### src/hw/rtl/granular_chain_verlet_step_macros.svh
// Assertion macros shared by the chain step design.
`ifndef GRANULAR_CHAIN_VERLET_STEP_MACROS_SVH
`define GRANULAR_CHAIN_VERLET_STEP_MACROS_SVH

// Condition holds in the same cycle as the trigger.
`define GCVS_ASSERT_SAME(lbl, clk, rst, ante, cons, msg) \
  lbl: assert property (@(posedge clk) disable iff (rst) (ante) |-> (cons)) \
    else $error(msg);

// Condition holds in the cycle after the trigger.
`define GCVS_ASSERT_NEXT(lbl, clk, rst, ante, cons, msg) \
  lbl: assert property (@(posedge clk) disable iff (rst) (ante) |=> (cons)) \
    else $error(msg);

`endif

### src/hw/rtl/gcvs_pkg.sv
package gcvs_pkg;

  localparam int unsigned MAX_PARTICLES_DEF = 64;

  localparam logic signed [63:0] Q_MAX  = 64'sh7FFF_FFFF_FFFF_FFFF;
  localparam logic signed [63:0] Q_MIN  = 64'sh8000_0000_0000_0000;
  localparam logic signed [63:0] Q_HALF = 64'sh0000_0000_8000_0000;

  // Operation codes of an input request.
  localparam logic [1:0] OP_LOAD    = 2'd0;
  localparam logic [1:0] OP_ADVANCE = 2'd1;
  localparam logic [1:0] OP_READ    = 2'd2;
  localparam logic [1:0] OP_UNUSED  = 2'd3;

  // Configuration register indexes.
  localparam logic [2:0] REG_COUNT     = 3'd0;
  localparam logic [2:0] REG_DT        = 3'd1;
  localparam logic [2:0] REG_DIAMETER  = 3'd2;
  localparam logic [2:0] REG_STIFFNESS = 3'd3;
  localparam logic [2:0] REG_LIM_OV    = 3'd4;
  localparam logic [2:0] REG_LIM_F     = 3'd5;
  localparam logic [2:0] REG_SLOPE     = 3'd6;
  localparam logic [2:0] REG_INV_MASS  = 3'd7;

  typedef enum logic [3:0] {
    ST_IDLE, ST_RDWAIT, ST_RDEMIT, ST_FETCH, ST_FETCH2, ST_FETCH3,
    ST_ISSUE, ST_WAIT, ST_WRITE
  } state_t;

  // Steps of one particle update.
  typedef enum logic [3:0] {
    C_ADT, C_VDT, C_ADT2, C_HX, C_HV, C_PAIR, C_SQRT, C_OVS, C_KF, C_PL,
    C_AN, C_ANDT, C_HVN
  } step_t;

  function automatic logic signed [63:0] sat_add(input logic signed [63:0] a,
                                                 input logic signed [63:0] b);
    logic signed [64:0] s;
    s = {a[63], a} + {b[63], b};
    if (s[64] != s[63]) return s[64] ? Q_MIN : Q_MAX;
    return s[63:0];
  endfunction

  function automatic logic signed [63:0] sat_sub(input logic signed [63:0] a,
                                                 input logic signed [63:0] b);
    logic signed [64:0] s;
    s = {a[63], a} - {b[63], b};
    if (s[64] != s[63]) return s[64] ? Q_MIN : Q_MAX;
    return s[63:0];
  endfunction

  function automatic logic signed [63:0] sat_abs(input logic signed [63:0] a);
    if (a == Q_MIN) return Q_MAX;
    return a[63] ? -a : a;
  endfunction

endpackage

### src/hw/rtl/gcvs_qmul.sv
// Saturating Q31.32 multiplier: four 32x32 partial products, one a cycle.
module gcvs_qmul
  import gcvs_pkg::*;
(
  input  logic               clk,
  input  logic               rst,
  input  logic               start,
  input  logic signed [63:0] a,
  input  logic signed [63:0] b,
  output logic               done,
  output logic signed [63:0] res
);

  logic [63:0]  ma;
  logic [63:0]  mb;
  logic         neg;
  logic [127:0] acc;
  logic [2:0]   cnt;
  logic         busy;
  logic [31:0]  pa;
  logic [31:0]  pb;
  logic [63:0]  pp;
  logic [127:0] pp_sh;
  logic [63:0]  mag;
  logic signed [63:0] fin;

  // Partial product for the current pair of halves.
  always_comb begin
    pa = cnt[0] ? ma[63:32] : ma[31:0];
    pb = cnt[1] ? mb[63:32] : mb[31:0];
    pp = 64'(pa) * 64'(pb);
    case (cnt[1:0])
      2'd0:    pp_sh = {64'b0, pp};
      2'd3:    pp_sh = {pp, 64'b0};
      default: pp_sh = {32'b0, pp, 32'b0};
    endcase
  end

  // Drop 32 fraction bits, saturate, restore the sign.
  always_comb begin
    mag = (acc[127:96] != 32'b0) ? 64'hFFFF_FFFF_FFFF_FFFF : acc[95:32];
    if (!neg) fin = mag[63] ? Q_MAX : $signed(mag);
    else if (mag[63]) fin = Q_MIN;
    else fin = -$signed(mag);
  end

  always_ff @(posedge clk) begin
    if (rst) begin
      busy <= 1'b0;
      done <= 1'b0;
      cnt  <= 3'd0;
    end else begin
      done <= 1'b0;
      if (start) begin
        busy <= 1'b1;
        cnt  <= 3'd0;
      end else if (busy) begin
        if (cnt == 3'd4) begin
          busy <= 1'b0;
          done <= 1'b1;
        end
        cnt <= cnt + 3'd1;
      end
    end
  end

  // Operand and accumulator registers.
  always_ff @(posedge clk) begin
    if (start) begin
      ma  <= a[63] ? 64'(-a) : 64'(a);
      mb  <= b[63] ? 64'(-b) : 64'(b);
      neg <= a[63] ^ b[63];
      acc <= '0;
    end else if (busy) begin
      if (cnt == 3'd4) res <= fin;
      else acc <= acc + pp_sh;
    end
  end

endmodule

### config.mk
export PLATFORM = sky130hd
export DESIGN_NAME = gcvs_qmul
export DESIGN_NICKNAME = d
export VERILOG_FILES = /design/src/hw/rtl/granular_chain_verlet_step_macros.svh /design/src/hw/rtl/gcvs_pkg.sv /design/src/hw/rtl/gcvs_qmul.sv
export SDC_FILE = /design/constraint.sdc
export NUM_CORES = 2
export LEC_CHECK = 0
export BUFFER_PORTS_ARGS = -buffer_cell sky130_fd_sc_hd__buf_2
export CAP_MARGIN = 30
export CORE_MARGIN = 2
export CORE_UTILIZATION = 25
export DETAILED_ROUTE_END_ITERATION = 8
export PLACE_DENSITY_LB_ADDON = 0.3
export RECOVER_POWER = 100
export SLEW_MARGIN = 5
export SYNTH_ARGS = -nofsm -noshare
export SYNTH_HDL_FRONTEND = slang
export SYNTH_SLANG_ARGS = --single-unit
### constraint.sdc
create_clock -name clk -period 20.9 [get_ports clk]
set_input_delay 2.09 -clock clk [delete_from_list [all_inputs] [get_ports clk]]
set_output_delay 2.09 -clock clk [all_outputs]
set_load 0.005 [all_outputs]
==> impl_metrics.tcl <==
set metrics [dict create \
    mostFrequentLayoutCells "inv_1, fa_1, nand2_1" \
    synth_top_flop_cell "edfxtp_1" \
    layout_commonest_cell "inv_1" \
    start_util 0.252 \
    ys_seq_area_frac 0.149 \
    first_pass_iters 6 \
    min_path_type "flop to flop" \
    wl_met1_um 97000 \
    multi_input_comb_area_mm2 0.0438 \
    drt-total-wl_um 219000 \
    netlist_instances 6604 \
    vias_per_cell 5.02 \
    ys_ff_latch 326 \
    hpwl_um 174000 \
    yosysTopAreaCellShare 0.316 \
    ff_latch_area_mm2 0.00846 \
    rows 174 \
    first_global_vias 48807 \
    chipWidth_um 481 \
    fmax_mhz 59.4 \
    cts-root-buf "clkbuf_16" \
    fillCellCount 24240 \
    met2_length_um 95200 \
    grt_pass1_wl_um 322000 \
    tns_ns 0 \
    cts_buffers 43 \
    synth_edf_count 193 \
    ant_nets 0 \
    critPathSlowestCell "clkbuf_1" \
    arrival_ns 17.36 \
    start_kind "flop" \
    cts_resized 0 \
    clockBufferDepth 3 \
    die_h_um 481 \
    wl_per_cell_um 22.8 \
    critPathMaxStageDelay_ns 2.14 \
    syn_to_final_growth_pct 10.2 \
    grt_overflow 0 \
    failed_checks "capacitance limit, slew limit" \
    first_iter_violations 4348 \
    synth_fp_nets 8034 \
    num_io_pins 196 \
    portBuffers 195 \
    cts.sinks 326 \
    drcViolationCount 0 \
    grt_max_degree 80 \
    relSlewSlack -1.46 \
    final_nets 8031 \
    layout_setup_ws_ns 4.08 \
    rsz0062_at_grt "false" \
    ys_warn_count 0 \
    setup_violations 0 \
    pre_cts_ws_ns 7.42 \
    finalCritPeriodShare 0.805 \
    grtUsageTotal 0.186 \
    ys_types 74 \
    path_class "flop to flop" \
    tritoncts "yes" \
    avgSynthCellArea_um2 8.60 \
    place_congestion 0.961 \
    insertion_delay_ns 0.69 \
    synthArstFlopShare 0 \
    yosys.area.top_type "fa_1" \
    setup.worst_path.end_class "flop" \
    num_vias 48314 \
    status "finished, violations left" \
    synthTopCellsByArea "fa_1, edfxtp_1, ha_1, inv_1, nand2_1" \
    path_clk_slew_ns 0.07 \
    htree_num_levels 2 \
    netlist_area_mm2 0.0568 \
    dieArea_mm2 0.231 \
    coreArea_mm2 0.225 \
    fin_util 0.278 \
    antenna_found_initial 5 \
    place_area_mm2 0.0613 \
    wl_met3_um 17100 \
    hold_viol 0 \
    cpMostUsedCell "fa_1" \
    fin_crit_ns 16.82 \
    clock-skew-final_ns 0.0423 \
    maxCapViolCount 9 \
    worst_pin_slew_ns 3.69 \
    worstPathRequired_ns 21.44 \
    top_layer "met5" \
    final_max_slew_viol_count 480 \
    path_max_fanout 39 \
    stdcell_area_mm2 0.0626 \
    drive_gt1_frac 0.0686 \
    ctsHoldBuffers 0 \
    cts_setup_buffers 0 \
]
[critical path: cells and delay by family, from the launching register on]
family	cells	cell delay, ns
adders and majority gates	10	4.15
buffers and inverters	8	3.98
and+or+nand+nor	9	2.48
DFF	1	1.48
AOI/OAI and AO/OA	14	3.81
xor gates and xnor gates	2	0.34
muxes	1	0.32
[stage by stage]
step / std cells / hold WS [ns]
2_1_floorplan: 6604 / 0.436
3_3_place_gp: 9536 / 0.444
3_5_place_dp: 9545 / 0.450
4_1_cts: 9625 / 0.458
5_1_grt: 9628 / 0.482
6_report: 9630 / 0.454
[final cells by class]
cell class / count / area share
Antenna cell: 2 / 0.0000799
Clock buffer: 52 / 0.0179
Clock inverter: 28 / 0.00516
Inverter: 915 / 0.0549
Multi-Input combinational cell: 5019 / 0.700
Sequential cell: 326 / 0.135
Tap cell: 2992 / 0.0598
Timing Repair Buffer: 296 / 0.0270
[path summary, 6_finish.rpt]
| kind | startpoint | endpoint | slack (ns) | cells past startpoint |
|---|---|---|---|---|
| worst min-delay path | acc[25] | acc[25] | 0.45 | 2 |
| worst max register to register | cnt[0] | acc[122] | 4.08 | 44 |
| worst min register to register | acc[25] | acc[25] | 0.45 | 2 |
| worst max-delay path | cnt[0] | acc[122] | 4.08 | 44 |
[cell usage after synthesis (7+ instances only)]
cell and instances:
inv_1 915, fa_1 897, nand2_1 857, nor2_1 811, ha_1 402, a21oi_1 349, clkbuf_1 319, o21ai_0 252
xnor2_1 248, edfxtp_1 193, dfxtp_1 133, a21o_1 94, xor2_1 92, nand4_1 82, and2_1 68, mux2i_1 63
o31ai_1 63, mux2_2 61, nor3_1 56, o21bai_1 55, a22o_1 50, or3_1 45, or4_1 43, nand3_1 41
nand2b_1 36, nor4_1 31, o41ai_1 29, buf_1 25, a211oi_1 24, nor2b_1 24, o21a_1 22, a31oi_1 19
and3_1 19, or2_2 19, o211ai_1 15, o311ai_0 14, a221oi_1 13, a21boi_0 11, and4_1 9, a2111oi_0 7
a221o_1 7, o22ai_1 7
[cell families (layout without fill, tap and decap cells)]
kind of cell,after synthesis,after routing,share of synthesized area
flip-flops,326,326,0.149
buffers and inverters,1259,1291,0.0832
other,0,2,0
AND/OR/NAND/NOR,2165,2165,0.165
AO/OA/AOI/OAI,1091,1091,0.122
multiplexers,124,124,0.0232
XOR/XNOR,340,340,0.0524
adder cells (fa/ha/maj),1299,1299,0.405
[sequential cells by signal, indices dropped and copies added (netlist names)]
| signal | cells |
|---|---|
| ma | 64 |
| mb | 64 |
| res | 64 |
| acc | 128 |
| neg | 1 |
| busy | 1 |
| cnt | 3 |
| done | 1 |
[metal layers]
metal,global-route usage,up-vias
li1,-,21492
met1,0.260,24400
met4,0.0726,4
met3,0.0331,409
met5,0,-
met2,0.285,2009
Power is left out: the tool's default activity adds up to more than one toggle a clock period on the data nets, which glitch-free logic cannot reach.
