`src/hw/rtl/granular_chain_verlet_step_macros.svh`:
```
// Assertion macros shared by the chain step design.
`ifndef GRANULAR_CHAIN_VERLET_STEP_MACROS_SVH
`define GRANULAR_CHAIN_VERLET_STEP_MACROS_SVH

// Condition holds in the same cycle as the trigger.
`define GCVS_ASSERT_SAME(lbl, clk, rst, ante, cons, msg) \
  lbl: assert property (@(posedge clk) disable iff (rst) (ante) |-> (cons)) \
    else $error(msg);

// Condition holds in the cycle after the trigger.
`define GCVS_ASSERT_NEXT(lbl, clk, rst, ante, cons, msg) \
  lbl: assert property (@(posedge clk) disable iff (rst) (ante) |=> (cons)) \
    else $error(msg);

`endif

```
`src/hw/rtl/gcvs_sqrt.sv`:
```
// Bit-serial square root of x * 2^32, one result bit a cycle.
module gcvs_sqrt (
  input  logic               clk,
  input  logic               rst,
  input  logic               start,
  input  logic signed [63:0] x,
  output logic               done,
  output logic signed [63:0] root
);

  logic [95:0] rad;
  logic [50:0] rem;
  logic [47:0] rt;
  logic [5:0]  cnt;
  logic        busy;
  logic [50:0] rem_sh;
  logic [50:0] trial;
  logic        take;

  // One restoring step of the digit recurrence.
  always_comb begin
    rem_sh = {rem[48:0], rad[95:94]};
    trial  = {1'b0, rt, 2'b01};
    take   = rem_sh >= trial;
  end

  assign root = $signed({16'b0, rt});

  always_ff @(posedge clk) begin
    if (rst) begin
      busy <= 1'b0;
      done <= 1'b0;
      cnt  <= 6'd0;
    end else begin
      done <= 1'b0;
      if (start) begin
        busy <= 1'b1;
        cnt  <= 6'd0;
      end else if (busy) begin
        if (cnt == 6'd47) begin
          busy <= 1'b0;
          done <= 1'b1;
        end
        cnt <= cnt + 6'd1;
      end
    end
  end

  // Nonpositive inputs feed a zero radicand and give zero.
  always_ff @(posedge clk) begin
    if (start) begin
      rad <= x[63] ? 96'b0 : {1'b0, x[62:0], 32'b0};
      rem <= '0;
      rt  <= '0;
    end else if (busy) begin
      rad <= {rad[93:0], 2'b00};
      rem <= take ? rem_sh - trial : rem_sh;
      rt  <= {rt[46:0], take};
    end
  end

endmodule

```
`config.mk`:
```
export PLATFORM = sky130hd
export DESIGN_NAME = gcvs_sqrt
export DESIGN_NICKNAME = d
export VERILOG_FILES = /design/src/hw/rtl/granular_chain_verlet_step_macros.svh /design/src/hw/rtl/gcvs_sqrt.sv
export SDC_FILE = /design/constraint.sdc
export NUM_CORES = 1
export LEC_CHECK = 0
export BUFFER_PORTS_ARGS = -buffer_cell sky130_fd_sc_hd__buf_2
export CAP_MARGIN = 20
export CELL_PAD_IN_SITES_DETAIL_PLACEMENT = 0
export CELL_PAD_IN_SITES_GLOBAL_PLACEMENT = 2
export CORE_MARGIN = 3
export CORE_UTILIZATION = 37
export DETAILED_ROUTE_END_ITERATION = 12
export PLACE_DENSITY_LB_ADDON = 0.12
export SLEW_MARGIN = 20
export SYNTH_ARGS = -nofsm -noshare
export SYNTH_HDL_FRONTEND = slang
export SYNTH_SLANG_ARGS = --single-unit
```
`constraint.sdc`:
```
create_clock -name clk -period 3.5 [get_ports clk]
set_input_delay 0.875 -clock clk [delete_from_list [all_inputs] [get_ports clk]]
set_output_delay 0.875 -clock clk [all_outputs]
set_load 0.01 [all_outputs]
```
==> results.cfg, run 1 <==
[floorplan]
start_util = 0.381
core-area_um2 = 27300
die-height_um = 174
io_pins = 132
die_area_um2 = 30200
die_w_um = 174
rows = 60

[clock_network]
ctsRootBufferMaster = clkbuf_16
cts_hold_buf = 0
clock_path_buffers = 2
cts_buffers = 17
clock_sinks = 169
ctsResizeCount = 0
clk_latency_ns = 0.45
clkTransAtPathRegs_ns = 0.07
h-tree-depth = 4
cts_setup_buffers = 0
cts_tree = done

[min_path]
min-delay-path-class = reg2reg
min_path_cells = 2

[placement]
hpwl_um = 19200
gp_congestion = 0.778
port_buffers = 115

[synthesis]
synth_top_area_share = 0.202
syn-cell-area_um2 = 10400
yosysMostFrequentCell = nor2_1
synthTopCellsByCount = nor2_1, dfxtp_1, nand2_1
postSynthAreaPerCell_um2 = 9.34
synth.area.top_cells = dfxtp_1, edfxtp_1, ha_1
yosysWarnings = 0
ys_async_sr_fraction = 0
synth-edff-count = 64
synthFlopType = dfxtp_1
netlist_instances = 1114
yosysUniqueCellTypes = 72
synth_top_area_cell = dfxtp_1
yosysSeqAreaShare = 0.387
ys_ff_latch = 169

[setup_path]
path_class = reg2reg
path_max_fanout = 27
reg2reg_depth = 12
cp_data_required_time_ns = 3.85
crit_buf_inv = 2
r2r_slack_ns = 0.30
crit_family = compound AO/OA/AOI/OAI gates
critical_path_depth = 12
crit_chain = inv_1 -> ha_1 -> a21oi_1 -> a21oi_1 -> nand2_1 -> a211oi_2 -> o211ai_2 -> a21oi_4 -> o31ai_4 -> buf_12 -> or3_1 -> a311oi_2
start_kind = flip-flop
cpPeakStageDelay_ns = 0.40
crit_top_cell = a21oi_1
critical-path-slowest-cell = or3_1
crit_arrival_ns = 3.55
endpoint_kind = flip-flop

[timing]
tns_ns = 0
period_needed_ns = 3.20
worst-slew-pin-transition_ns = 0.788
period_share = 0.914
rsz0062_at_grt = no
fin_worst_skew_ns = 0.0144
fmax_mhz = 312
relSlewSlack = 0.469
hold_viol_final = 0
slew_violations = 0
setup_viol_count_final = 0

[global_routing]
grt_first_pass_wirelength_um = 44500
grtUsageTotal = 0.179
antenna_found_initial = 1
grt_max_degree = 67
grt_overflow_total = 0
grt_pass1_vias = 8272

[drt]
drtAntennaViolNets = 0
vias_per_cell = 5.27
dr.pass1.iters = 7
drt_drc_violations_left = 0
wl_um = 27200
wl_per_cell_um = 17.3
drt_iter0_drc = 425
vias = 8313

[final_layout]
n_antenna_cell = 0
post-route-util = 0.433
syn_to_final_growth_pct = 13.6
drive_above_1_share = 0.225
finish.net_count = 1310

[status]
status = finished clean

[pwr]
ir_drop_uv = 408
p_per_area_nw_per_um2 = 803
power_leakage_nw = 4.89

[run]
maxCapViolations = 0
[logic make-up after synthesis]
| group | Yosys count | synth area share |
|---|---|---|
| other | 1 | 0.000360 |
| XOR/XNOR | 34 | 0.0286 |
| adder cells (fa/ha/maj) | 51 | 0.0613 |
| AO/OA/AOI/OAI | 326 | 0.253 |
| flip-flops | 169 | 0.387 |
| buffers and inverters | 156 | 0.0745 |
| multiplexers | 52 | 0.0505 |
| AND/OR/NAND/NOR | 325 | 0.145 |
[layout make-up]
type / count / area, um2
Clock buffer: 17 / 425
Clock inverter: 15 / 200
Fill cell: 2826 / 15500
Inverter: 65 / 244
Multi-Input combinational cell: 804 / 5680
Sequential cell: 169 / 4030
Tap cell: 372 / 465
Timing Repair Buffer: 135 / 778
[placed cells by master (no fill, tap or decap), drive strengths merged, types with 7 or more instances in the layout]
| cell | n |
|---|---|
| buf | 135 |
| nor2 | 127 |
| dfxtp | 105 |
| nand2 | 104 |
| inv | 73 |
| a21oi | 71 |
| edfxtp | 64 |
| a22o | 61 |
| mux2i | 51 |
| ha | 51 |
| o21ai | 45 |
| a21o | 28 |
| a311oi | 27 |
| a211oi | 24 |
| nand4 | 22 |
| xor2 | 20 |
| nand3 | 19 |
| clkbuf | 17 |
| conb | 16 |
| or3 | 15 |
| xnor2 | 14 |
| o21a | 10 |
| o211ai | 9 |
| o21bai | 8 |
| nor3 | 7 |
| and3 | 7 |
[per-stage QoR]
step	hold WS [ns]	setup WS [ns]	instances	cell area, um2	power, mW
3_5_place_dp	0.487	0.176	1545	11200	7.51
4_1_cts	0.507	0.145	1577	11800	9.58
2_1_floorplan	0.458	0.587	1129	10500	6.56
6_report	0.502	0.299	1577	11800	9.49
3_3_place_gp	0.475	0.243	1545	11200	7.56
5_1_grt	0.528	0.102	1577	11800	10.2
[tightest hold or removal path, cell delays in order (launching register included)]
cell and delay [ns]:
dfxtp_1 0.32, o21ai_0 0.07, a21oi_1 0.06
[metal layers]
metal | vias to the layer above | wire, um | global-route usage
li1 | 4195 | - | -
met1 | 3942 | 13500 | 0.254
met2 | 146 | 12400 | 0.288
met3 | 28 | 983 | 0.0283
met4 | 2 | 336 | 0.0436
met5 | - | 7 | 0
[sequential cells by signal, indices dropped and copies added (netlist names)]
| name | count |
|---|---|
| rem | 49 |
| done | 1 |
| busy | 1 |
| cnt | 6 |
| rad | 64 |
| rt | 48 |
[where the power goes]
group / total [mW] / switching [mW] / internal [mW]
Combinational: 4.99 / 3.09 / 1.90
Sequential: 2.48 / 0.194 / 2.29
Clock: 2.02 / 1.03 / 0.991
[worst paths after layout]
kind,from,end
setup reg to reg,rt[4],rem[12]
setup / recovery,rt[4],rem[12]
hold / removal,cnt[5],cnt[5]
hold reg to reg,cnt[5],cnt[5]
Note: power is estimated with default switching activity, not from simulation.
==> run 2, diff against run 1 <==
Settings changed: CORE_ASPECT_RATIO set to 0.5.
==> run 2 against run 1 <==
Register-to-register slack got worse by 0.03 ns. Clock skew is 0.0025 ns lower. Largest cell class unchanged. Flip-flop and latch count did not move. Sequential share of layout area is essentially flat. Sequential power about the same. Clock-buffer cell count stayed put. Final area hardly changed. Global-route usage is 0.083 points higher. Non-clock buffer count is 2 lower.
==> results.cfg, run 2 (synthesis gave the netlist of run 1 again) <==
[drt]
wl_per_cell_um = 17.3
drtAntennaViolNets = 0
drt_drc_violations_left = 0
wl_um = 27200
dr.pass1.iters = 5
vias_per_cell = 5.32
vias = 8386
drt_iter0_drc = 512

[global_routing]
grt_first_pass_wirelength_um = 44400
grtUsageTotal = 0.180
grt_max_degree = 95
grt_overflow_total = 0
grt_pass1_vias = 8187
antenna_found_initial = 0

[run]
maxCapViolations = 0

[clock_network]
clkTransAtPathRegs_ns = 0.08
cts_tree = done
cts_setup_buffers = 0
h-tree-depth = 4
ctsRootBufferMaster = clkbuf_16
cts_hold_buf = 0
clock_path_buffers = 2
cts_buffers = 17
clk_latency_ns = 0.46
clock_sinks = 169
ctsResizeCount = 0

[timing]
tns_ns = 0
setup_viol_count_final = 0
slew_violations = 0
period_needed_ns = 3.23
worst-slew-pin-transition_ns = 0.773
setup_ws_ns = 0.272
relSlewSlack = 0.484
fmax_mhz = 310
hold_viol_final = 0
fin_worst_skew_ns = 0.0119
rsz0062_at_grt = no
period_share = 0.922

[floorplan]
die_w_um = 243
die-height_um = 125
die_area_um2 = 30300
core-area_um2 = 27100
rows = 42
start_util = 0.385
io_pins = 132

[setup_path]
endpoint_kind = flip-flop
start_kind = flip-flop
path_class = reg2reg
path_max_fanout = 5
cp_data_required_time_ns = 3.88
crit_arrival_ns = 3.61

[pwr]
power_leakage_nw = 4.89
p_per_area_nw_per_um2 = 812
ir_drop_uv = 520

[placement]
place_ws_ns = 0.248
port_buffers = 115
gp_congestion = 0.826
hpwl_um = 19400
place_area_um2 = 11200

[final_layout]
postLayoutCellArea_um2 = 11800
top_register = rad
largest_register_ffs = 64
syn_to_final_growth_pct = 13.5
n_antenna_cell = 0
finish.net_count = 1308
reg_top3 = rad: 64 flops, rem: 49 flops, rt: 48 flops
final_common_cell = nor2_1
drive_above_1_share = 0.224
mostFrequentLayoutCells = nor2_1, buf_2, dfxtp_1

[status]
status = finished clean

[min_path]
min-delay-path-class = reg2reg
run 2: power by group:
part	internal (mW)	switching [mW]	total (mW)	leakage, nW
Combinational	1.96	3.16	5.12	3.06
Clock	1.04	0.967	2.00	0.298
Sequential	2.29	0.194	2.48	1.53
run 2: routing by layer:
| metal | wire [um] | share of wire | GRT usage | vias up |
|---|---|---|---|---|
| li1 | - | - | - | 4185 |
| met1 | 14400 | 0.53 | 0.267 | 4014 |
| met2 | 11200 | 0.41 | 0.258 | 166 |
| met3 | 1400 | 0.051 | 0.0452 | 21 |
| met4 | 285 | 0.010 | 0.0474 | 0 |
| met5 | 0 | 0 | 0 | - |
run 2: final timing paths:
check / startpoint / to / slack (ns) / cells past startpoint
worst min-delay path: cnt[5] / cnt[5] / 0.51 / 2
worst max-delay path: rt[3] / rem[40] / 0.27 / 11
worst max register to register: rt[3] / rem[40] / 0.27 / 11
worst min register to register: cnt[5] / cnt[5] / 0.51 / 2
run 2: layout make-up:
| cell class | instances | area [um2] |
|---|---|---|
| Clock buffer | 17 | 425 |
| Tap cell | 374 | 468 |
| Timing Repair Buffer | 133 | 776 |
| Sequential cell | 169 | 4030 |
| Clock inverter | 15 | 193 |
| Multi-Input combinational cell | 804 | 5680 |
| Inverter | 65 | 244 |
| Fill cell | 2670 | 15200 |
run 2: critical path: stages, from the launching register on:
cell       delay, ns
dfxtp_1         0.40
inv_1           0.07
ha_1            0.37
o211ai_1        0.12
a21o_1          0.21
a31o_2          0.27
a211oi_2        0.27
o21ai_1         0.22
a2111oi_1       0.74
or3_1           0.21
nand3_1         0.10
a211oi_2        0.18
run 2: through the flow:
stage / power (mW) / hold slack, ns / std cells / utilization
after global routing: 10.3 / 0.535 / 1577 / 0.437
final: 9.60 / 0.509 / 1577 / 0.437
after global placement: 7.62 / 0.468 / 1545 / 0.413
after floorplan: 6.56 / 0.458 / 1129 / -
after detailed placement: 7.59 / 0.481 / 1545 / 0.413
after CTS: 9.63 / 0.509 / 1577 / 0.436
